**src/design/srv_pkg.sv**
```systemverilog
// ---------------------------------------------------------------------------
// srv_pkg
// shared types and constants for the settings record validator
// ---------------------------------------------------------------------------
package srv_pkg;

  localparam int unsigned IdxW = 9;

  localparam logic [31:0] CRC_POLY    = 32'hEDB88320;
  localparam logic [7:0]  COMMIT_MARK = 8'hA5;
  localparam logic [7:0]  VERSION_ONE = 8'h01;

  localparam logic [7:0] MAGIC_BYTES [4] = '{8'h53, 8'h33, 8'h35, 8'h43};

  localparam logic [IdxW-1:0] IDX_MAGIC_END = 9'd4;
  localparam logic [IdxW-1:0] IDX_VERSION   = 9'd4;
  localparam logic [IdxW-1:0] IDX_SEQ_LO    = 9'd8;
  localparam logic [IdxW-1:0] IDX_SEQ_END   = 9'd12;
  localparam logic [IdxW-1:0] IDX_MAC_LO    = 9'd16;
  localparam logic [IdxW-1:0] IDX_MAC_END   = 9'd22;
  localparam logic [IdxW-1:0] IDX_PORT_LO   = 9'd22;
  localparam logic [IdxW-1:0] IDX_PORT_HI   = 9'd23;
  localparam logic [IdxW-1:0] IDX_HOST_LO   = 9'd24;
  localparam logic [IdxW-1:0] IDX_WORKER_LO = 9'd120;
  localparam logic [IdxW-1:0] IDX_PASS_LO   = 9'd248;
  localparam logic [IdxW-1:0] IDX_PASS_END  = 9'd312;
  localparam logic [IdxW-1:0] IDX_CRC_END   = 9'd504;
  localparam logic [IdxW-1:0] IDX_SUM_END   = 9'd508;
  localparam logic [IdxW-1:0] IDX_LAST      = 9'd511;

  typedef enum logic [3:0] {
    ERR_OK       = 4'd0,
    ERR_MAGIC    = 4'd1,
    ERR_VERSION  = 4'd2,
    ERR_COMMIT   = 4'd3,
    ERR_CRC      = 4'd4,
    ERR_MAC      = 4'd5,
    ERR_PORT     = 4'd6,
    ERR_HOST     = 4'd7,
    ERR_WORKER   = 4'd8,
    ERR_PASSWORD = 4'd9
  } err_e;

  typedef struct packed {
    logic [15:0] port;
    logic [31:0] sequence_res;
    err_e        error_code;
    logic        record_ok;
  } result_t;

endpackage

```
**src/design/srv_crc_step.sv**
```systemverilog
// ---------------------------------------------------------------------------
// srv_crc_step
// one byte of reflected crc-32, eight bit steps unrolled
// ---------------------------------------------------------------------------
module srv_crc_step
  import srv_pkg::*;
(
  input  logic [31:0] crc_i,
  input  logic [7:0]  byte_i,
  output logic [31:0] crc_o
);

  always_comb begin
    logic [31:0] c;
    c = crc_i ^ {24'd0, byte_i};
    for (int i = 0; i < 8; i++) begin
      c = (c >> 1) ^ (c[0] ? CRC_POLY : 32'd0);
    end
    crc_o = c;
  end

endmodule

```
**src/design/srv_checker.sv**
```systemverilog
// ---------------------------------------------------------------------------
// srv_checker
// per-record state, field checks and the verdict at the last byte
// ---------------------------------------------------------------------------
module srv_checker
  import srv_pkg::*;
(
  input  logic        clk_i,
  input  logic        rst_ni,
  input  logic        en_i,
  input  logic [7:0]  byte_i,
  input  logic        restart_i,
  output logic        last_o,
  output result_t     res_o
);

  logic [IdxW-1:0] idx_q, idx_d, idx;
  logic [31:0]     crc_q, crc_d, crc_cur, crc_upd;
  logic [31:0]     sum_q, sum_d, sum_cur;
  logic [31:0]     seq_q, seq_d, seq_cur;
  logic [15:0]     port_q, port_d, port_cur;
  logic [1:0]      mac_q, mac_d, mac_cur;
  logic [1:0]      txt_q [3];
  logic [1:0]      txt_d [3];
  logic [1:0]      txt_cur [3];
  logic            cset_q, cset_d, cset_cur;
  err_e            ff_q, ff_d, ff_cur;
  logic            clr;
  logic            forbidden, host_ok;
  logic [1:0]      fsel;
  logic            in_text;
  err_e            code;

  srv_crc_step u_crc (
    .crc_i  (crc_cur),
    .byte_i (byte_i),
    .crc_o  (crc_upd)
  );

  assign clr = restart_i || (idx_q == '0);
  assign idx = restart_i ? '0 : idx_q;

  assign forbidden = (byte_i < 8'd32) || (byte_i > 8'd126) ||
                     (byte_i == 8'h22) || (byte_i == 8'h5C);
  assign host_ok = (byte_i >= 8'h61 && byte_i <= 8'h7A) ||
                   (byte_i >= 8'h41 && byte_i <= 8'h5A) ||
                   (byte_i >= 8'h30 && byte_i <= 8'h39) ||
                   (byte_i == 8'h2E) || (byte_i == 8'h2D);

  always_comb begin
    crc_cur  = clr ? 32'hFFFFFFFF : crc_q;
    sum_cur  = clr ? 32'd0 : sum_q;
    seq_cur  = clr ? 32'd0 : seq_q;
    port_cur = clr ? 16'd0 : port_q;
    mac_cur  = clr ? 2'd0 : mac_q;
    cset_cur = clr ? 1'b0 : cset_q;
    ff_cur   = clr ? ERR_OK : ff_q;
    for (int f = 0; f < 3; f++) begin
      txt_cur[f] = clr ? 2'd0 : txt_q[f];
    end

    crc_d  = (idx < IDX_CRC_END) ? crc_upd : crc_cur;
    sum_d  = sum_cur;
    seq_d  = seq_cur;
    port_d = port_cur;
    mac_d  = mac_cur;
    cset_d = cset_cur;
    ff_d   = ff_cur;
    for (int f = 0; f < 3; f++) begin
      txt_d[f] = txt_cur[f];
    end

    if (idx < IDX_MAGIC_END) begin
      if (byte_i != MAGIC_BYTES[idx[1:0]] && ff_cur == ERR_OK) begin
        ff_d = ERR_MAGIC;
      end
    end else if (idx == IDX_VERSION) begin
      if (byte_i != VERSION_ONE && ff_cur == ERR_OK) begin
        ff_d = ERR_VERSION;
      end
    end

    if (idx >= IDX_SEQ_LO && idx < IDX_SEQ_END) begin
      seq_d = seq_cur | ({24'd0, byte_i} << {idx[1:0], 3'd0});
    end

    if (idx >= IDX_MAC_LO && idx < IDX_MAC_END) begin
      if (byte_i != 8'd0) begin
        mac_d[0] = 1'b1;
      end
      if (idx == IDX_MAC_LO && byte_i[0]) begin
        mac_d[1] = 1'b1;
      end
    end

    if (idx == IDX_PORT_LO) begin
      port_d[7:0] = port_cur[7:0] | byte_i;
    end else if (idx == IDX_PORT_HI) begin
      port_d[15:8] = port_cur[15:8] | byte_i;
    end

    if (idx >= IDX_CRC_END && idx < IDX_SUM_END) begin
      sum_d = sum_cur | ({24'd0, byte_i} << {idx[1:0], 3'd0});
    end

    in_text = 1'b1;
    if (idx >= IDX_HOST_LO && idx < IDX_WORKER_LO) begin
      fsel = 2'd0;
    end else if (idx >= IDX_WORKER_LO && idx < IDX_PASS_LO) begin
      fsel = 2'd1;
    end else if (idx >= IDX_PASS_LO && idx < IDX_PASS_END) begin
      fsel = 2'd2;
    end else begin
      fsel    = 2'd0;
      in_text = 1'b0;
    end

    // text field: stop looking once nul seen or already bad
    if (in_text && txt_cur[fsel] == 2'd0) begin
      if (byte_i == 8'd0) begin
        txt_d[fsel] = 2'b01;
      end else if (forbidden) begin
        txt_d[fsel] = 2'b10;
      end else if (fsel == 2'd0 && !host_ok) begin
        cset_d = 1'b1;
      end
    end

    if (ff_d != ERR_OK) begin
      code = ff_d;
    end else if (byte_i != COMMIT_MARK) begin
      code = ERR_COMMIT;
    end else if (~crc_d != sum_d) begin
      code = ERR_CRC;
    end else if (!mac_d[0] || mac_d[1]) begin
      code = ERR_MAC;
    end else if (port_d == 16'd0) begin
      code = ERR_PORT;
    end else if (txt_d[0] != 2'b01) begin
      code = ERR_HOST;
    end else if (txt_d[1] != 2'b01) begin
      code = ERR_WORKER;
    end else if (txt_d[2] != 2'b01) begin
      code = ERR_PASSWORD;
    end else if (cset_d) begin
      code = ERR_HOST;
    end else begin
      code = ERR_OK;
    end

    idx_d = idx + 9'd1;
  end

  assign last_o             = (idx == IDX_LAST);
  assign res_o.record_ok    = (code == ERR_OK);
  assign res_o.error_code   = code;
  assign res_o.sequence_res = seq_d;
  assign res_o.port         = port_d;

  always_ff @(posedge clk_i or negedge rst_ni) begin
    if (!rst_ni) begin
      idx_q  <= '0;
      crc_q  <= 32'hFFFFFFFF;
      sum_q  <= '0;
      seq_q  <= '0;
      port_q <= '0;
      mac_q  <= '0;
      cset_q <= 1'b0;
      ff_q   <= ERR_OK;
      for (int f = 0; f < 3; f++) begin
        txt_q[f] <= '0;
      end
    end else if (en_i) begin
      idx_q  <= idx_d;
      crc_q  <= crc_d;
      sum_q  <= sum_d;
      seq_q  <= seq_d;
      port_q <= port_d;
      mac_q  <= mac_d;
      cset_q <= cset_d;
      ff_q   <= ff_d;
      for (int f = 0; f < 3; f++) begin
        txt_q[f] <= txt_d[f];
      end
    end
  end

endmodule

```
**src/design/settings_record_validator_unit.sv**
```systemverilog
// ---------------------------------------------------------------------------
// settings_record_validator_unit
// checks a 512-byte settings record streamed one byte per beat
// ---------------------------------------------------------------------------
// verdict path: byte 511 is registered at the input, then its verdict is registered at the output
// throughput: 1 byte per cycle unless a held verdict stalls, set by the combinational bytewise crc update
// a held verdict stalls input only when the next record's last byte arrives
// reset: byte index 0, crc preset all ones, all checks cleared, no beat out
// ---------------------------------------------------------------------------
module settings_record_validator_unit
  import srv_pkg::*;
(
  input  logic        clk_i,
  input  logic        rst_ni,
  input  logic        s_axis_tvalid,
  output logic        s_axis_tready,
  input  logic [7:0]  s_axis_tdata,   // data_byte
  input  logic        s_axis_tuser,   // restart
  output logic        m_axis_tvalid,
  input  logic        m_axis_tready,
  output logic [55:0] m_axis_tdata    // record_ok, error_code[3:0],
                                      // sequence_res[31:0], port[15:0], zero pad
);

  logic        in_valid_q;
  logic [7:0]  in_byte_q;
  logic        in_restart_q;
  logic        out_valid_q, out_valid_d;
  result_t     out_res_q;
  logic        is_last;
  logic        proc;
  result_t     res;

  srv_checker u_checker (
    .clk_i     (clk_i),
    .rst_ni    (rst_ni),
    .en_i      (proc),
    .byte_i    (in_byte_q),
    .restart_i (in_restart_q),
    .last_o    (is_last),
    .res_o     (res)
  );

  assign proc = in_valid_q && (!is_last || !out_valid_q || m_axis_tready);
  assign s_axis_tready = !in_valid_q || proc;

  always_comb begin
    out_valid_d = out_valid_q;
    if (proc && is_last) begin
      out_valid_d = 1'b1;
    end else if (m_axis_tready) begin
      out_valid_d = 1'b0;
    end
  end

  always_ff @(posedge clk_i or negedge rst_ni) begin
    if (!rst_ni) begin
      in_valid_q  <= 1'b0;
      out_valid_q <= 1'b0;
    end else begin
      if (s_axis_tready) begin
        in_valid_q <= s_axis_tvalid;
      end
      out_valid_q <= out_valid_d;
    end
  end

  always_ff @(posedge clk_i) begin
    if (s_axis_tready && s_axis_tvalid) begin
      in_byte_q    <= s_axis_tdata;
      in_restart_q <= s_axis_tuser;
    end
    if (proc && is_last) begin
      out_res_q <= res;
    end
  end

  assign m_axis_tvalid = out_valid_q;
  assign m_axis_tdata  = {3'd0, out_res_q};

endmodule

```
**config.mk**
```make
export PLATFORM = sky130hd
export DESIGN_NAME = settings_record_validator_unit
export DESIGN_NICKNAME = d
export VERILOG_FILES = /design/src/design/srv_pkg.sv /design/src/design/srv_crc_step.sv /design/src/design/srv_checker.sv /design/src/design/settings_record_validator_unit.sv
export SDC_FILE = /design/constraint.sdc
export NUM_CORES = 1
export LEC_CHECK = 0
export BUFFER_PORTS_ARGS = -buffer_cell sky130_fd_sc_hd__buf_2
export CAP_MARGIN = 25
export CORE_AREA = 2 2 194 196
export CTS_BUF_LIST = sky130_fd_sc_hd__clkbuf_16
export CTS_CLUSTER_DIAMETER = 100
export CTS_CLUSTER_SIZE = 10
export DETAILED_ROUTE_END_ITERATION = 12
export DIE_AREA = 0 0 196 198
export GPL_TIMING_DRIVEN = 0
export PLACE_DENSITY_LB_ADDON = 0.05
export RECOVER_POWER = 25
export SLEW_MARGIN = 0
export SYNTH_ARGS = -nofsm -noshare
export SYNTH_HDL_FRONTEND = slang
export SYNTH_HIERARCHICAL = 1
export SYNTH_SLANG_ARGS = --single-unit
export TNS_END_PERCENT = 30
```
**constraint.sdc**
```tcl
create_clock -name clk_i -period 11.47 [get_ports clk_i]
set_input_delay 0 -clock clk_i [delete_from_list [all_inputs] [get_ports clk_i]]
set_output_delay 0 -clock clk_i [all_outputs]
set_load 0.05 [all_outputs]
```
Yosys cells after proc, flatten, opt, wreduce, memory -nomap -nowiden
Index checks and enable logic that the tools add are counted.
{"block": "word_totals", "register_bits": 198, "inputBits": 13, "out_inout_bits": 58, "elab_cells": 193}
{"block": "classes", "add_sub_neg": 1, "order_cmp": 25, "n_eq_ne": 16, "shift": 1, "mux": 64, "bitwise_logic": 22, "reduce_logical": 45}
{"operator": "$mux W32", "n": 14}
{"operator": "$xor A31 B32 Y32", "n": 8}
{"operator": "$or A32 B32 Y32", "n": 2}
{"operator": "$mux W4", "n": 13}
{"operator": "$mux W8", "n": 5}
{"operator": "$ne A32 B32 Y1", "n": 1}
{"operator": "$not A32 Y32", "n": 1}
{"operator": "$shl A8 B5 Y32", "n": 1}
{"operator": "$xor A32 B8 Y32", "n": 1}
{"operator": "$eq A9 B5 Y1 const B", "n": 3}
{"operator": "$lt A9 B9 Y1 const B", "n": 3}
{"operator": "$eq A8 B6 Y1 const B", "n": 3}
{"operator": "$mux W2", "n": 11}
{"operator": "$ge A9 B5 Y1 const B", "n": 2}
{"operator": "$logic_and A1 B1 Y1", "n": 18}
{"operator": "$mux W6", "n": 3}
{"operator": "$bmux W8 S2", "n": 1}
{"operator": "$ge A8 B7 Y1 const B", "n": 2}
{"operator": "$le A8 B7 Y1 const B", "n": 2}
{"operator": "$logic_not A16 Y1", "n": 1}
{"operator": "$mux W16", "n": 1}
{"operator": "$or A8 B8 Y8", "n": 2}
{"operator": "$logic_or A1 B1 Y1", "n": 12}
{"operator": "$mux W1", "n": 12}
{"operator": "39 further kinds", "n": 52}

Depth between registers and ports, before layout
Gate-level depths: netlist (run 1).
{"block": "depth", "depth_word": 27, "depth_mapped": 19, "ltp_nobuf": 15}

Cells and area by module
Netlist (run 1), hierarchy kept.
{"module": "srv_checker", "instances": 1, "cells_per_inst": 812, "area_each_um2": 8106.5, "seq_area_each_um2": 3393.3}
{"module": "settings_record_validator_unit", "instances": 1, "cells_per_inst": 76, "area_each_um2": 1994.4, "seq_area_each_um2": 1911.8}
{"module": "srv_crc_step", "instances": 1, "cells_per_inst": 70, "area_each_um2": 813.3, "seq_area_each_um2": 0.0}

Worst setup path after synthesis (run 1)
Ideal clock, no wire load.
{"block": "synth_timing", "path_type": "register to register", "start": "register in_restart_q", "end": "register out_res_q (netlist bit m_axis_tdata[0]), enable pin", "setup_time_ps": 464, "arrival_ps": 3978, "t_required_ps": 11006, "slack_ps": 7028, "stages_incl_launch_ff": 11, "n_path_buf": 1, "period_less_slack_ps": 4442, "path_cell_list": "edfxtp_1 -> buf_2 -> inv_1 -> nand2_1 -> inv_1 -> ha_1 -> nand3_1 -> nor3_1 -> ha_1 -> nand2_1 -> nor2_1"}
{"block": "synth_via", "elab_chain_cells": 7}
{"element": "start: declaration", "line": "settings_record_validator_unit.sv:27", "source": "logic in_restart_q;"}
{"element": "start signal: assignment", "line": "settings_record_validator_unit.sv:71", "source": "in_restart_q <= s_axis_tuser;"}
{"element": "$mux W9 *", "line": "srv_checker.sv:41", "source": "assign idx = restart_i ? '0 : idx_q;"}
{"element": "$eq A9 B9 Y1 *", "line": "srv_checker.sv:154", "source": "assign last_o = (idx == IDX_LAST);"}
{"element": "net is_last", "line": "settings_record_validator_unit.sv:30", "source": "logic is_last;"}
{"element": "$logic_not A1 Y1", "line": "settings_record_validator_unit.sv:44", "source": "assign proc = in_valid_q && (!is_last || !out_valid_q || m_axis_tready);"}
{"element": "$logic_or A1 B1 Y1 (2 in a row)", "line": "settings_record_validator_unit.sv:44"}
{"element": "$logic_and A1 B1 Y1", "line": "settings_record_validator_unit.sv:44"}
{"element": "$logic_and A1 B1 Y1 *", "line": "settings_record_validator_unit.sv:73", "source": "if (proc && is_last) begin"}
{"element": "end signal: assignment", "line": "settings_record_validator_unit.sv:74", "source": "out_res_q <= res;"}
{"element": "end: declaration", "line": "settings_record_validator_unit.sv:29", "source": "result_t out_res_q;"}
The timed path passes the listed nets; every way through them passes the cells marked *.
A chain may end at the register's enable or synchronous reset.

==> PnR_summary.wiki, run 1 <==
{| class="wikitable"
! Metric !! Value
|-
| Number of antenna violations at the first check in global routing || 0
|-
| Cell Chain, Critical Path || dlygate4sd3_1, clkbuf_1, clkbuf_1
|-
| Synth unique cells || slightly below 90
|-
| Post-detail-place hpwl || 27500 um
|-
| CP Capture Point || u_checker/seq_q[2]
|-
| Path category of the worst min-delay check || in -> reg
|-
| Critical setup path kind || in -> async
|-
| Category of the worst setup path capture point || asynchronous set/reset pin
|-
| Total number of placement rows || 71
|-
| CP Launch Type || input pin
|-
| Flop and latch count out of synthesis || around 200
|-
| TritonCTS Sinks || 198
|-
| GP Congestion || 0.842
|-
| Layout cells sized above 1 || 0.201
|-
| Diode insertion count for antenna repair || 0
|-
| Max Root-Sink Buffers || 2
|-
| Maximum vdd ir drop || 0.000113 V
|-
| Ratio of final minimum period to clock period || 0.606
|-
| Transition time at the pin with the least slew margin || 4.76 ns
|-
| Max Clk Rate || about 0.14 GHz
|-
| Sequential share of the synthesized area || 0.486
|-
| Unrepaired setup endpoints after global routing || false
|-
| Max_cap viols || 2
|-
| Standby leakage power || 4.99 nW
|-
| Die Width || about 200 um
|-
| Power dissipated by switching net loads || about 0.0011 W
|-
| Power share of the sequential group || 0.324
|-
| Wire length of the first global-routing pass || between 50000 and 60000 um
|-
| Total number of vias || 8263
|-
| Overflow left after global routing || 0
|-
| Combined area of all synthesized cells || 0.0109 mm2
|-
| Count of buffers from port buffering || 67
|-
| Power Density || about 220 mW/mm2
|-
| Total die area || 0.0388 mm2
|-
| Internal cell power || about 0.0017 W
|-
| Post-DRT Antenna Nets || 0
|-
| Wire per inst || 24.7 um
|-
| Critical path's most frequent cell || clkbuf_1
|-
| Number of setup buffers added after CTS || 0
|-
| Core Area || 0.0370 mm2
|-
| Commonest cells after routing, fill and taps aside || a22o_1 (130), dfrtp_1 (104), buf_2 (67), clkbuf_1 (67), edfxtp_1 (62)
|-
| Starting DRT DRC Count || 812
|-
| Violated checks || max-capacitance violations, max-slew violations
|-
| Setup skew after layout || 0.0105 ns
|-
| Detailed-route wire length || 38300 um
|-
| Setup crit start || rst_ni
|-
| DRC violations left || 0
|-
| Drt via density || 5.33
|-
| Deepest level of the CTS H-tree || 4
|-
| Synth async-reset ratio || 0.687
|-
| Synth Flop Type || dfrtp_1
|-
| Layout Nets || between 1k and 1.5k
|-
| Startpoint of the lowest-slack register-to-register path || u_checker/idx_q[4]
|-
| GRT Resource Usage Total || 0.202
|-
| Maximum number of pins on one net before global-route repair || 85
|-
| Highest fanout seen on the critical path || 84
|-
| Total Negative Setup Slacks || 0 ns
|-
| Clock slew at reported path FFs || ~0.080 ns
|-
| Ports placed on the boundary || 71
|-
| Per-instance average area after synthesis || roughly 11 um2
|-
| Number of buffers inserted during clock tree synthesis || 17
|-
| Relative slew margins || -2.17
|-
| Largest stage delay on the critical path || approximately 3.5 ns
|-
| Post-synth EDFFs || 62
|-
| Portion of total power attributed to combinational logic || 0.437
|-
| End of the worst register-to-register path || m_axis_tdata[0]
|-
| Count of fill cells added during filler insertion || approximately 3.7k
|-
| Number of failing hold endpoints at the final stage || 0
|-
| Most common cell after layout, fill and taps aside || a22o_1
|-
| Worst endpoint required time || 10.90 ns
|-
| Post-route minimum period || 6.95 ns
|-
| Effective utilization at floorplan || 0.295
|-
| CTS tree || built
|-
| Switching Fraction || 0.382
|-
| Mapped Cells || 958
|-
| Max Transition Viols Final || around 140
|-
| DRT Pass-1 Iters || 6
|-
| Total power || 0.00280 W
|-
| Setup Viol. Count Final || 0
|-
| Clock insertion delay at the later pin of the skew report || 0.46 ns
|-
| Number of global-route vias before repair || 8358
|-
| Die height || 198 um
|-
| Clock Tree Root || clkbuf_16
|-
| Slowest cell on crit path || clkbuf_1
|-
| Outcome || finished, violations left
|-
| Slack of the worst reg-to-reg path || 4.95 ns
|-
| Worst reg2reg path depth || 18
|-
| Area Growth Syn to Fin || 15.9%
|-
| Arr. time, crit path || 6.38 ns
|-
| Utilization after layout || 0.342
|-
| Share of power burned in the clock network || 0.240
|-
| Yosys warns || 6
|}
==> worst max-delay path, delay by kind of cell <==
| kind | cells | cell delay, ns |
|---|---|---|
| buffers and inverters | 3 | 6.20 |
==> sequential cells by signal, summed over array words and instances (netlist names) <==
name / flops
u_checker/crc_q: 32
u_checker/port_q: 16
u_checker/sum_q: 32
m_axis_tvalid: 1
m_axis_tdata: 53
u_checker/ff_q: 4
in_restart_q: 1
u_checker/seq_q: 32
in_valid_q: 1
u_checker/txt_q: 6
u_checker/mac_q: 2
u_checker/cset_q: 1
u_checker/idx_q: 9
in_byte_q: 8
==> through the flow <==
step                      instance area [um2]  std cells  hold WS [ns]  setup slack, ns
final                                   12700       1551         0.250             4.52
after global routing                    12700       1551         0.240             3.13
after CTS                               12700       1550        0.0874             4.95
after detailed placement                11900       1505        0.0125             4.95
after global placement                  11900       1501         0.177             4.90
after floorplan                         10900        960        -0.296             7.03
==> power groups by stage <==
| stage | Sequential [W] | Clock (W) | Combinational [W] |
|---|---|---|---|
| 3_3_place_gp | 0.000918 | 0 | 0.00123 |
| 2_1_floorplan | 0.000889 | 0 | 0.000894 |
| 5_1_grt | 0.000916 | 0.000717 | 0.00132 |
| 3_5_place_dp | 0.000919 | 0 | 0.00122 |
| 4_1_cts | 0.000905 | 0.000693 | 0.00123 |
| 6_report | 0.000906 | 0.000671 | 0.00122 |
==> how the worst min path moves through the flow <==
| stage | start | end | slack [ns] | cells past startpoint |
|---|---|---|---|---|
| 6_report | s_axis_tdata[2] | in_byte_q[2] | 0.25 | 2 |
| 5_1_grt | s_axis_tdata[4] | in_byte_q[4] | 0.24 | 2 |
| 4_1_cts | rst_ni | in_valid_q | 0.09 | 2 |
| 3_5_place_dp | rst_ni | in_valid_q | 0.01 | 1 |
| 3_3_place_gp | s_axis_tdata[0] | in_byte_q[0] | 0.18 | 1 |
| 2_1_floorplan | rst_ni | in_valid_q | -0.30 | 0 |
==> what timing repair did <==
action,4_1_cts,5_1_grt
hold buffers,13,0
resized for setup,0,0
hold endpoints to repair,63,0
endpoints found under the setup margin,0,0
==> cell usage after synthesis, drive strengths merged, types with 4 or more instances <==
master / count / area share
a21oi: 33 / 0.015
a221oi: 4 / 0.0032
a22o: 130 / 0.10
a31oi: 5 / 0.0034
a32o: 9 / 0.0083
a32oi: 14 / 0.011
and2: 5 / 0.0029
buf: 33 / 0.019
clkbuf: 52 / 0.018
dfrtp: 104 / 0.24
dfstp: 32 / 0.077
edfxtp: 62 / 0.17
ha: 4 / 0.0046
inv: 12 / 0.0041
mux2: 34 / 0.035
mux2i: 17 / 0.016
nand2: 48 / 0.017
nand2b: 34 / 0.019
nand3: 14 / 0.0069
nand4: 9 / 0.0057
nand4b: 5 / 0.0046
nor2: 38 / 0.013
nor2b: 4 / 0.0023
nor3: 25 / 0.012
nor3b: 4 / 0.0037
nor4: 16 / 0.014
o211ai: 4 / 0.0028
o21ai: 41 / 0.019
o2bb2ai: 10 / 0.0080
o31ai: 6 / 0.0046
or3: 5 / 0.0033
or4: 7 / 0.0048
xnor2: 61 / 0.060
xor2: 29 / 0.027
==> kinds of logic (layout without fill, tap and decap cells) <==
group | Yosys count | count (layout) | share of synthesized area
other | 1 | 3 | 0.000344
XOR/XNOR | 93 | 93 | 0.0930
adder cells (fa/ha/maj) | 4 | 4 | 0.00459
AO/OA/AOI/OAI | 287 | 287 | 0.205
AND/OR/NAND/NOR | 227 | 227 | 0.119
buffers and inverters | 97 | 214 | 0.0409
multiplexers | 51 | 51 | 0.0507
flip-flops | 198 | 198 | 0.486
==> layout make-up <==
type,instances,area (um2),area share
flip-flops and latches,198,5310,0.419
multi-input cells,665,5180,0.409
well taps,474,593,0.0469
repair buffers,85,490,0.0388
clock buffers,17,425,0.0336
plain buffers,85,402,0.0317
clock inverters,15,214,0.0169
inverters,12,45.0,0.00356
==> per-layer routing <==
metal	GRT usage	wire length, um	vias up
met1	0.283	18400	4201
met4	0.0589	684	0
met5	0	0	-
met2	0.324	17800	195
met3	0.0286	1360	40
li1	-	-	3827
Power figures use the tool's default switching activity.
==> run 2: changes to the inputs <==
Settings changed: ABC_AREA from default to 1, CORE_AREA 2 2 194 196 to 2 2 208 210, DIE_AREA 0 0 196 198 to 0 0 210 212.
Clock period 11.47 ns to 7.26 ns, I/O delays scaled along.
==> run 2 against run 1 <==
  * The run still ends with max-capacitance violations, max-slew violations left
  * Design area grew 13%
  * Global-route usage rose by 2.7 points
  * Sequential power is 48% higher
  * Sequential cell count did not move
  * Clock power rose by 38%
  * Synthesized cell count up 84%
  * Hold slack worse by 0.031 ns
==> PnR_summary.wiki, run 2 <==
{| class="wikitable"
! Metric !! Value
|-
| Power Density || 290 mW/mm2 (+31%)
|-
| Most frequent cells after synthesis || nand2_1 (671), inv_1 (184), o21ai_0 (143)
|-
| Number of global-route vias before repair || 11.3k (+35%)
|-
| Resize count post-CTS || 0 (unchanged)
|-
| Max Clk Rate || 0.177 GHz
|-
| Switching Fraction || 0.438 (+0.0557)
|-
| Area share of xor/xnor cells in the synthesized design || 0.0367 (-0.0562)
|-
| Maximum number of pins on one net before global-route repair || 73 (-14%)
|-
| Number of buffer and inverter instances along the worst setup path || 7 (+4)
|-
| Number of setup buffers added after CTS || 0 (unchanged)
|-
| Clock insertion delay at the later pin of the skew report || 0.49 ns (+0.03 ns)
|-
| Path category of the worst min-delay check || in -> reg
|-
| Mapped Cells || 1767 (+84%)
|-
| Internal cell power || 0.00232 W (+34%)
|-
| Number of buffers inserted during clock tree synthesis || 17 (unchanged)
|-
| Die Width || 210 um (+7.1%)
|-
| Post-route minimum period || around 5.7 ns
|-
| Max Root-Sink Buffers || 2 (unchanged)
|-
| Per-instance average area after synthesis || 7.09 um2 (-38%)
|-
| Post-synthesis simple-gate area fraction || 0.353 (+0.233)
|-
| Detailed-route wire length || 49400 um (+29%)
|-
| Clock Tree Root || clkbuf_16
|-
| Combinational family with the most area after synthesis || simple AND/OR/NAND/NOR gates
|-
| Most common cell after layout, fill and taps aside || nand2_1
|-
| Layout cells sized above 1 || 0.132 (-0.0693)
|-
| Starting DRT DRC Count || 889 (+9.5%)
|-
| Number of failing hold endpoints at the final stage || 0 (unchanged)
|-
| Commonest cells after routing, fill and taps aside || nand2_1 (671), inv_1 (187), o21ai_0 (143)
|-
| Portion of netlist area occupied by mux cells || 0 (-0.0507)
|-
| Critical setup path kind || reg -> reg
|-
| DRC violations left || 0 (unchanged)
|-
| Post-detail-place hpwl || 38600 um (+41%)
|-
| Ports placed on the boundary || 71 (unchanged)
|-
| Power share of the sequential group || 0.324 (about the same)
|-
| Share of the synthesized area in the top cell type || 0.208 (-0.0308)
|-
| Synthesized-area fraction occupied by ao, oa, aoi and oai cells || 0.0900 (-0.115)
|-
| Total number of placement rows || 76 (+7.0%)
|-
| Portion of total power attributed to combinational logic || 0.452 (+0.015)
|-
| Wire length of the first global-routing pass || 73100 um (+27%)
|-
| Area contributors post-synth || dfrtp_1 (21%), nand2_1 (20%), edfxtp_1 (15%)
|-
| Layout Nets || 1888 (+75%)
|-
| Violated checks || max-capacitance violations, max-slew violations
|-
| Total number of vias || 11.7k (+42%)
|-
| Worst endpoint required time || 7.52 ns (-3.38 ns)
|-
| Largest stage delay on the critical path || 0.52 ns (-2.93 ns)
|-
| Die height || 212 um (+7.1%)
|-
| Synth unique cells || 52 (-41%)
|-
| CTS tree || built
|-
| Synth Flop Type || dfrtp_1
|-
| Diode insertion count for antenna repair || 0 (unchanged)
|-
| Category of the worst setup path capture point || flop
|-
| Slowest cell on crit path || dfrtp_1
|-
| Overflow left after global routing || 0 (unchanged)
|-
| GP Congestion || 0.921 (+9.4%)
|-
| Setup Viol. Count Final || 0 (unchanged)
|-
| Number of antenna violations at the first check in global routing || 0 (unchanged)
|-
| Flop and latch count out of synthesis || 198 (unchanged)
|-
| Core Area || 0.0425 mm2 (+15%)
|-
| Yosys warns || 6 (unchanged)
|-
| Post-DRT Antenna Nets || 0 (unchanged)
|-
| Effective utilization at floorplan || 0.295 (-0.000503)
|-
| Standby leakage power || 6.77 nW (+36%)
|-
| Area Growth Syn to Fin || 13.8%
|-
| Utilization after layout || 0.336 (-0.00685)
|-
| Adder-cell area share of the yosys netlist || 0.00399 (-0.000592)
|-
| Max_cap viols || 2 (unchanged)
|-
| TritonCTS Sinks || 198 (unchanged)
|-
| Synth async-reset ratio || 0.687 (unchanged)
|-
| Setup skew after layout || 0.0208 ns (+0.0104 ns)
|-
| Post-synth EDFFs || 62 (unchanged)
|-
| Highest fanout seen on the critical path || 10 (-88%)
|-
| Outcome || finished, violations left
|-
| Post-synth top area cell || dfrtp_1
|-
| Drt via density || 4.83 (-9.3%)
|-
| Deepest level of the CTS H-tree || 4 (unchanged)
|-
| Power dissipated by switching net loads || 0.00181 W (+69%)
|-
| Critical path's most frequent cell || nand2_1
|-
| Number of flip-flops in the largest register || 53 (unchanged)
|-
| Ratio of final minimum period to clock period || 0.779
|-
| Most frequent cell after synthesis || nand2_1
|-
| Share of power burned in the clock network || 0.224 (-0.016)
|-
| Hold buffer count at cts || 13 (unchanged)
|-
| Count of buffers from port buffering || 67 (unchanged)
|-
| Sequential share of the synthesized area || 0.423 (-0.0627)
|-
| CP Launch Type || flop
|-
| Total die area || 0.0445 mm2 (+15%)
|-
| Max Transition Viols Final || 139 (unchanged)
|-
| Top delay family on crit path || simple AND/OR/NAND/NOR gates
|-
| Total Negative Setup Slacks || 0 ns (unchanged)
|-
| Arr. time, crit path || 5.91 ns (-0.47 ns)
|-
| Combined area of all synthesized cells || 0.0125 mm2 (+15%)
|-
| Relative slew margins || -1.48 (+0.689)
|-
| Clock slew at reported path FFs || 0.08 ns (about the same)
|-
| GRT Resource Usage Total || 0.229 (+0.0271)
|-
| Transition time at the pin with the least slew margin || 3.73 ns (-1.03 ns)
|-
| DRT Pass-1 Iters || 7 (+1)
|-
| Maximum vdd ir drop || 0.000166 V (+47%)
|-
| Wire per inst || 20.3 um (-18%)
|-
| Unrepaired setup endpoints after global routing || false
|}
## run 2: cells by family after synthesis
family,count (synthesis)
other cells,1
fa+ha+maj,4
xor+xnor,50
compound gates,210
buf+inv,281
flops,198
simple gates,1023
## run 2: path summary, 6_finish.rpt
check / startpoint / to / slack [ns] / cells after the start
hold / removal: s_axis_tdata[6] / in_byte_q[6] / 0.22 / 2
min in group asynchronous: rst_ni / u_checker/sum_q[12] / 1.35 / 2
hold reg to reg: u_checker/sum_q[27] / u_checker/sum_q[27] / 0.49 / 2
setup reg to reg: u_checker/idx_q[3] / m_axis_tdata[0] / 1.60 / 31
max in group asynchronous: rst_ni / u_checker/sum_q[27] / 2.36 / 3
setup / recovery: u_checker/idx_q[3] / m_axis_tdata[0] / 1.60 / 31
## run 2: cell type report
class | count | area [um2]
Sequential cell | 198 | 5310
Multi-Input combinational cell | 1290 | 6070
Inverter | 201 | 757
Buffer | 80 | 410
Tap cell | 546 | 683
Timing Repair Buffer | 83 | 497
Fill cell | 4657 | 28200
Clock inverter | 15 | 116
Clock buffer | 17 | 425
## run 2: per-layer routing
| metal | vias up | part of all wire | GRT usage |
|---|---|---|---|
| met1 | 5553 | 0.45 | 0.296 |
| li1 | 5811 | - | - |
| met2 | 310 | 0.46 | 0.372 |
| met4 | 0 | 0.038 | 0.106 |
| met5 | - | 0 | 0 |
| met3 | 70 | 0.046 | 0.0428 |
## run 2: stage by stage
stage	total power, W	hold slack [ns]	setup WS (ns)	cells	area (um2)
floorplan	0.00263	-0.296	3.54	1769	12500
global placement	0.00321	0.178	1.57	2382	13600
finish	0.00413	0.219	1.60	2430	14300
global route	0.00444	0.195	1.19	2430	14300
detailed placement	0.00322	0.0000836	1.65	2385	13600
CTS	0.00418	0.0433	1.62	2430	14300
## run 2: power by group through the flow
stage	logic (W)	registers [W]	clock network [W]
global route	0.00208	0.00135	0.00101
global placement	0.00185	0.00136	0
floorplan	0.00128	0.00135	0
finish	0.00187	0.00134	0.000927
CTS	0.00187	0.00134	0.000974
detailed placement	0.00186	0.00136	0
==> run 3: changes to the inputs <==
Settings changed: ABC_AREA 1 to 0, CORE_AREA 2 2 208 210 to 2 2 194 196, DIE_AREA 0 0 210 212 to 0 0 196 198.
Clock period 7.26 ns to 5.17 ns, I/O delays scaled along.
==> run 3 against run 2 <==
  * Maximum frequency up 15%
  * The flow still finishes with violations (max-capacitance violations, max-slew violations)
  * Cell count decreased by 36%
  * Worst setup slack got worse by 1.4 ns
  * Non-clock buffer count up 23
==> PnR_summary.wiki, run 3 (synthesized netlist as in run 1, its figures left out) <==
{| class="wikitable"
! Metric !! Value
|-
| Outcome || finished, violations left
|-
| Violated checks || max-capacitance violations, max-slew violations
|-
| CP Launch Type || flop
|-
| Number of buffers inserted during clock tree synthesis || 17 (unchanged)
|-
| Highest fanout seen on the critical path || 10 (unchanged)
|-
| Transition time at the pin with the least slew margin || 3.34 ns (-0.387 ns)
|-
| Number of failing hold endpoints at the final stage || 0 (unchanged)
|-
| Wire per inst || 24.6 um (+21%)
|-
| Diode insertion count for antenna repair || 0 (unchanged)
|-
| Number of flip-flops in the largest register || 53 (unchanged)
|-
| Layout cells sized above 1 || 0.227 (+0.0947)
|-
| Total number of placement rows || 71 (-6.6%)
|-
| Total die area || 0.0388 mm2 (-13%)
|-
| GRT Resource Usage Total || 0.202 (-0.0266)
|-
| Total number of vias || 8326 (-29%)
|-
| Finished Layout Cells || 1567 (-36%)
|-
| Clock slew at reported path FFs || 0.08 ns (about the same)
|-
| Max Root-Sink Buffers || 2 (unchanged)
|-
| Count of buffers from port buffering || 67 (unchanged)
|-
| Effective utilization at floorplan || 0.295 (+0.000503)
|-
| Starting DRT DRC Count || 764 (-14%)
|-
| Clock Tree Root || clkbuf_16
|-
| Setup skew after layout || 0.0103 ns (-0.0105 ns)
|-
| Number of antenna violations at the first check in global routing || 0 (unchanged)
|-
| DRT Pass-1 Iters || 5 (-2)
|-
| Commonest cells after routing, fill and taps aside || a22o_1 (130), dfrtp_1 (104), buf_2 (66)
|-
| Post-DRT Antenna Nets || 0 (unchanged)
|-
| Worst endpoint required time || 5.47 ns (-2.05 ns)
|-
| GP Congestion || 0.842 (-8.6%)
|-
| Path category of the worst min-delay check || in -> reg
|-
| DRC violations left || 0 (unchanged)
|-
| Post-route cell area || 0.0129 mm2 (-9.3%)
|-
| CTS tree || built
|-
| Post-detail-place hpwl || 27500 um (-29%)
|-
| Power Density || 497 mW/mm2 (+71%)
|-
| Die height || 198 um (-6.6%)
|-
| Ports placed on the boundary || 71 (unchanged)
|-
| Maximum vdd ir drop || 0.000251 V (+51%)
|-
| Ratio of final minimum period to clock period || 0.954 (+0.175)
|-
| Layout Nets || 1097 (-42%)
|-
| TritonCTS Sinks || 198 (unchanged)
|-
| Arr. time, crit path || 5.24 ns (-0.67 ns)
|-
| Drt via density || 5.31 (+9.9%)
|-
| Area Growth Syn to Fin || 18.5%
|-
| Slack of the worst reg-to-reg path || 0.24 ns (-1.37 ns)
|-
| Overflow left after global routing || 0 (unchanged)
|-
| Max Transition Viols Final || 53 (-62%)
|-
| Deepest level of the CTS H-tree || 4 (unchanged)
|-
| Setup Viol. Count Final || 0 (unchanged)
|-
| Critical setup path kind || reg -> reg
|-
| Standby leakage power || 5.13 nW (-24%)
|-
| Number of global-route vias before repair || 8372 (-26%)
|-
| Detailed-route wire length || 38500 um (-22%)
|-
| Die Width || 196 um (-6.7%)
|-
| Max_cap viols || 1 (-1)
|-
| Most common cell after layout, fill and taps aside || a22o_1
|-
| Wire length of the first global-routing pass || 57500 um (-21%)
|-
| Relative slew margins || -1.23 (+0.258)
|-
| Post-route minimum period || 4.93 ns (-0.721 ns)
|-
| Max Clk Rate || 0.203 GHz (+15%)
|-
| Maximum number of pins on one net before global-route repair || 85 (+16%)
|-
| Area after DPL || 0.0119 mm2 (-12%)
|-
| Clock insertion delay at the later pin of the skew report || 0.46 ns (-0.03 ns)
|-
| Category of the worst setup path capture point || flop
|-
| Cell Count Post-Placement || 1505 (-37%)
|-
| Core Area || 0.0370 mm2 (-13%)
|}
## run 3: cell count changes in the layout (fill, tap and decap cells not counted), moves of 33 or more
| cell | delta |
|---|---|
| a22o_1 | +130 |
| inv_1 | -175 |
| mux2_2 | +34 |
| nand2_1 | -623 |
| nand2b_1 | +33 |
| nand3_1 | -110 |
| nor2_1 | -83 |
| o21ai_0 | -105 |
| o22ai_1 | -40 |
| xnor2_1 | +40 |
## run 3: worst max-delay path, stage by stage (launching register included)
cell and delay [ns]:
dfrtp_1 0.36, buf_4 0.16, nor4_4 0.39, a31oi_4 0.19, buf_6 0.20, clkbuf_4 0.23, buf_4 0.24, nand2b_1 0.19
xor2_2 0.25, xnor3_2 0.55, xor2_1 0.18, xnor2_1 0.16, a21oi_1 0.28, xnor2_1 0.17, o2111ai_1 0.15, nor4_2 0.42
nand4_2 0.12, buf_4 0.20, nor3_2 0.13, nor3b_2 0.19
## run 3: what timing repair did
action	CTS	global route
gates resized for setup	13	12
pin swaps	5	5
buffers inserted	4	12
cloned	0	0
endpoints found under the setup margin	5	5
hold buffers	13	0
endpoints found under the hold margin	63	0
## run 3: routing by layer
layer  vias up  share of wire  GRT usage
met5         -              0          0
met3        40          0.035     0.0281
li1       3858              -          -
met1      4204           0.48      0.283
met4         0          0.017     0.0584
met2       224           0.47      0.327
## run 3: worst paths after layout
kind | from | endpoint | cells after the start
min in group asynchronous | rst_ni | in_valid_q | 2
worst max-delay path | u_checker/idx_q[5] | m_axis_tdata[0] | 19
max in group asynchronous | rst_ni | u_checker/seq_q[0] | 2
worst min register to register | u_checker/mac_q[0] | u_checker/mac_q[0] | 2
worst max register to register | u_checker/idx_q[5] | m_axis_tdata[0] | 19
worst min-delay path | s_axis_tdata[2] | in_byte_q[2] | 2
## run 3: cell type report
cell class | instances | area [um2]
buffer | 85 | 419
clock buffer | 17 | 425
clock inverter | 15 | 214
fill | 3724 | 24000
inverter | 12 | 45.0
multi-input combinational | 665 | 5290
sequential | 198 | 5310
tap | 474 | 593
timing repair buffer | 101 | 647
## run 3: stage by stage
stage	hold slack (ns)	power, W	TNS, ns	util	worst slack [ns]
finish	0.251	0.00642	0	0.350	0.236
global route	0.240	0.00675	-0.00406	0.350	-0.00406
CTS	0.0874	0.00632	0	0.346	0.0442
detailed placement	0.0125	0.00475	-6.63	0.323	-1.35
global placement	0.177	0.00476	-63.32	0.321	-1.40
floorplan	-0.296	0.00396	0	-	0.728
## run 3: where the power goes
| group | switching [W] | internal [W] |
|---|---|---|
| Sequential | 0.000142 | 0.00187 |
| Combinational | 0.00165 | 0.00128 |
| Clock | 0.000667 | 0.000825 |
| Total | 0.00245 | 0.00397 |
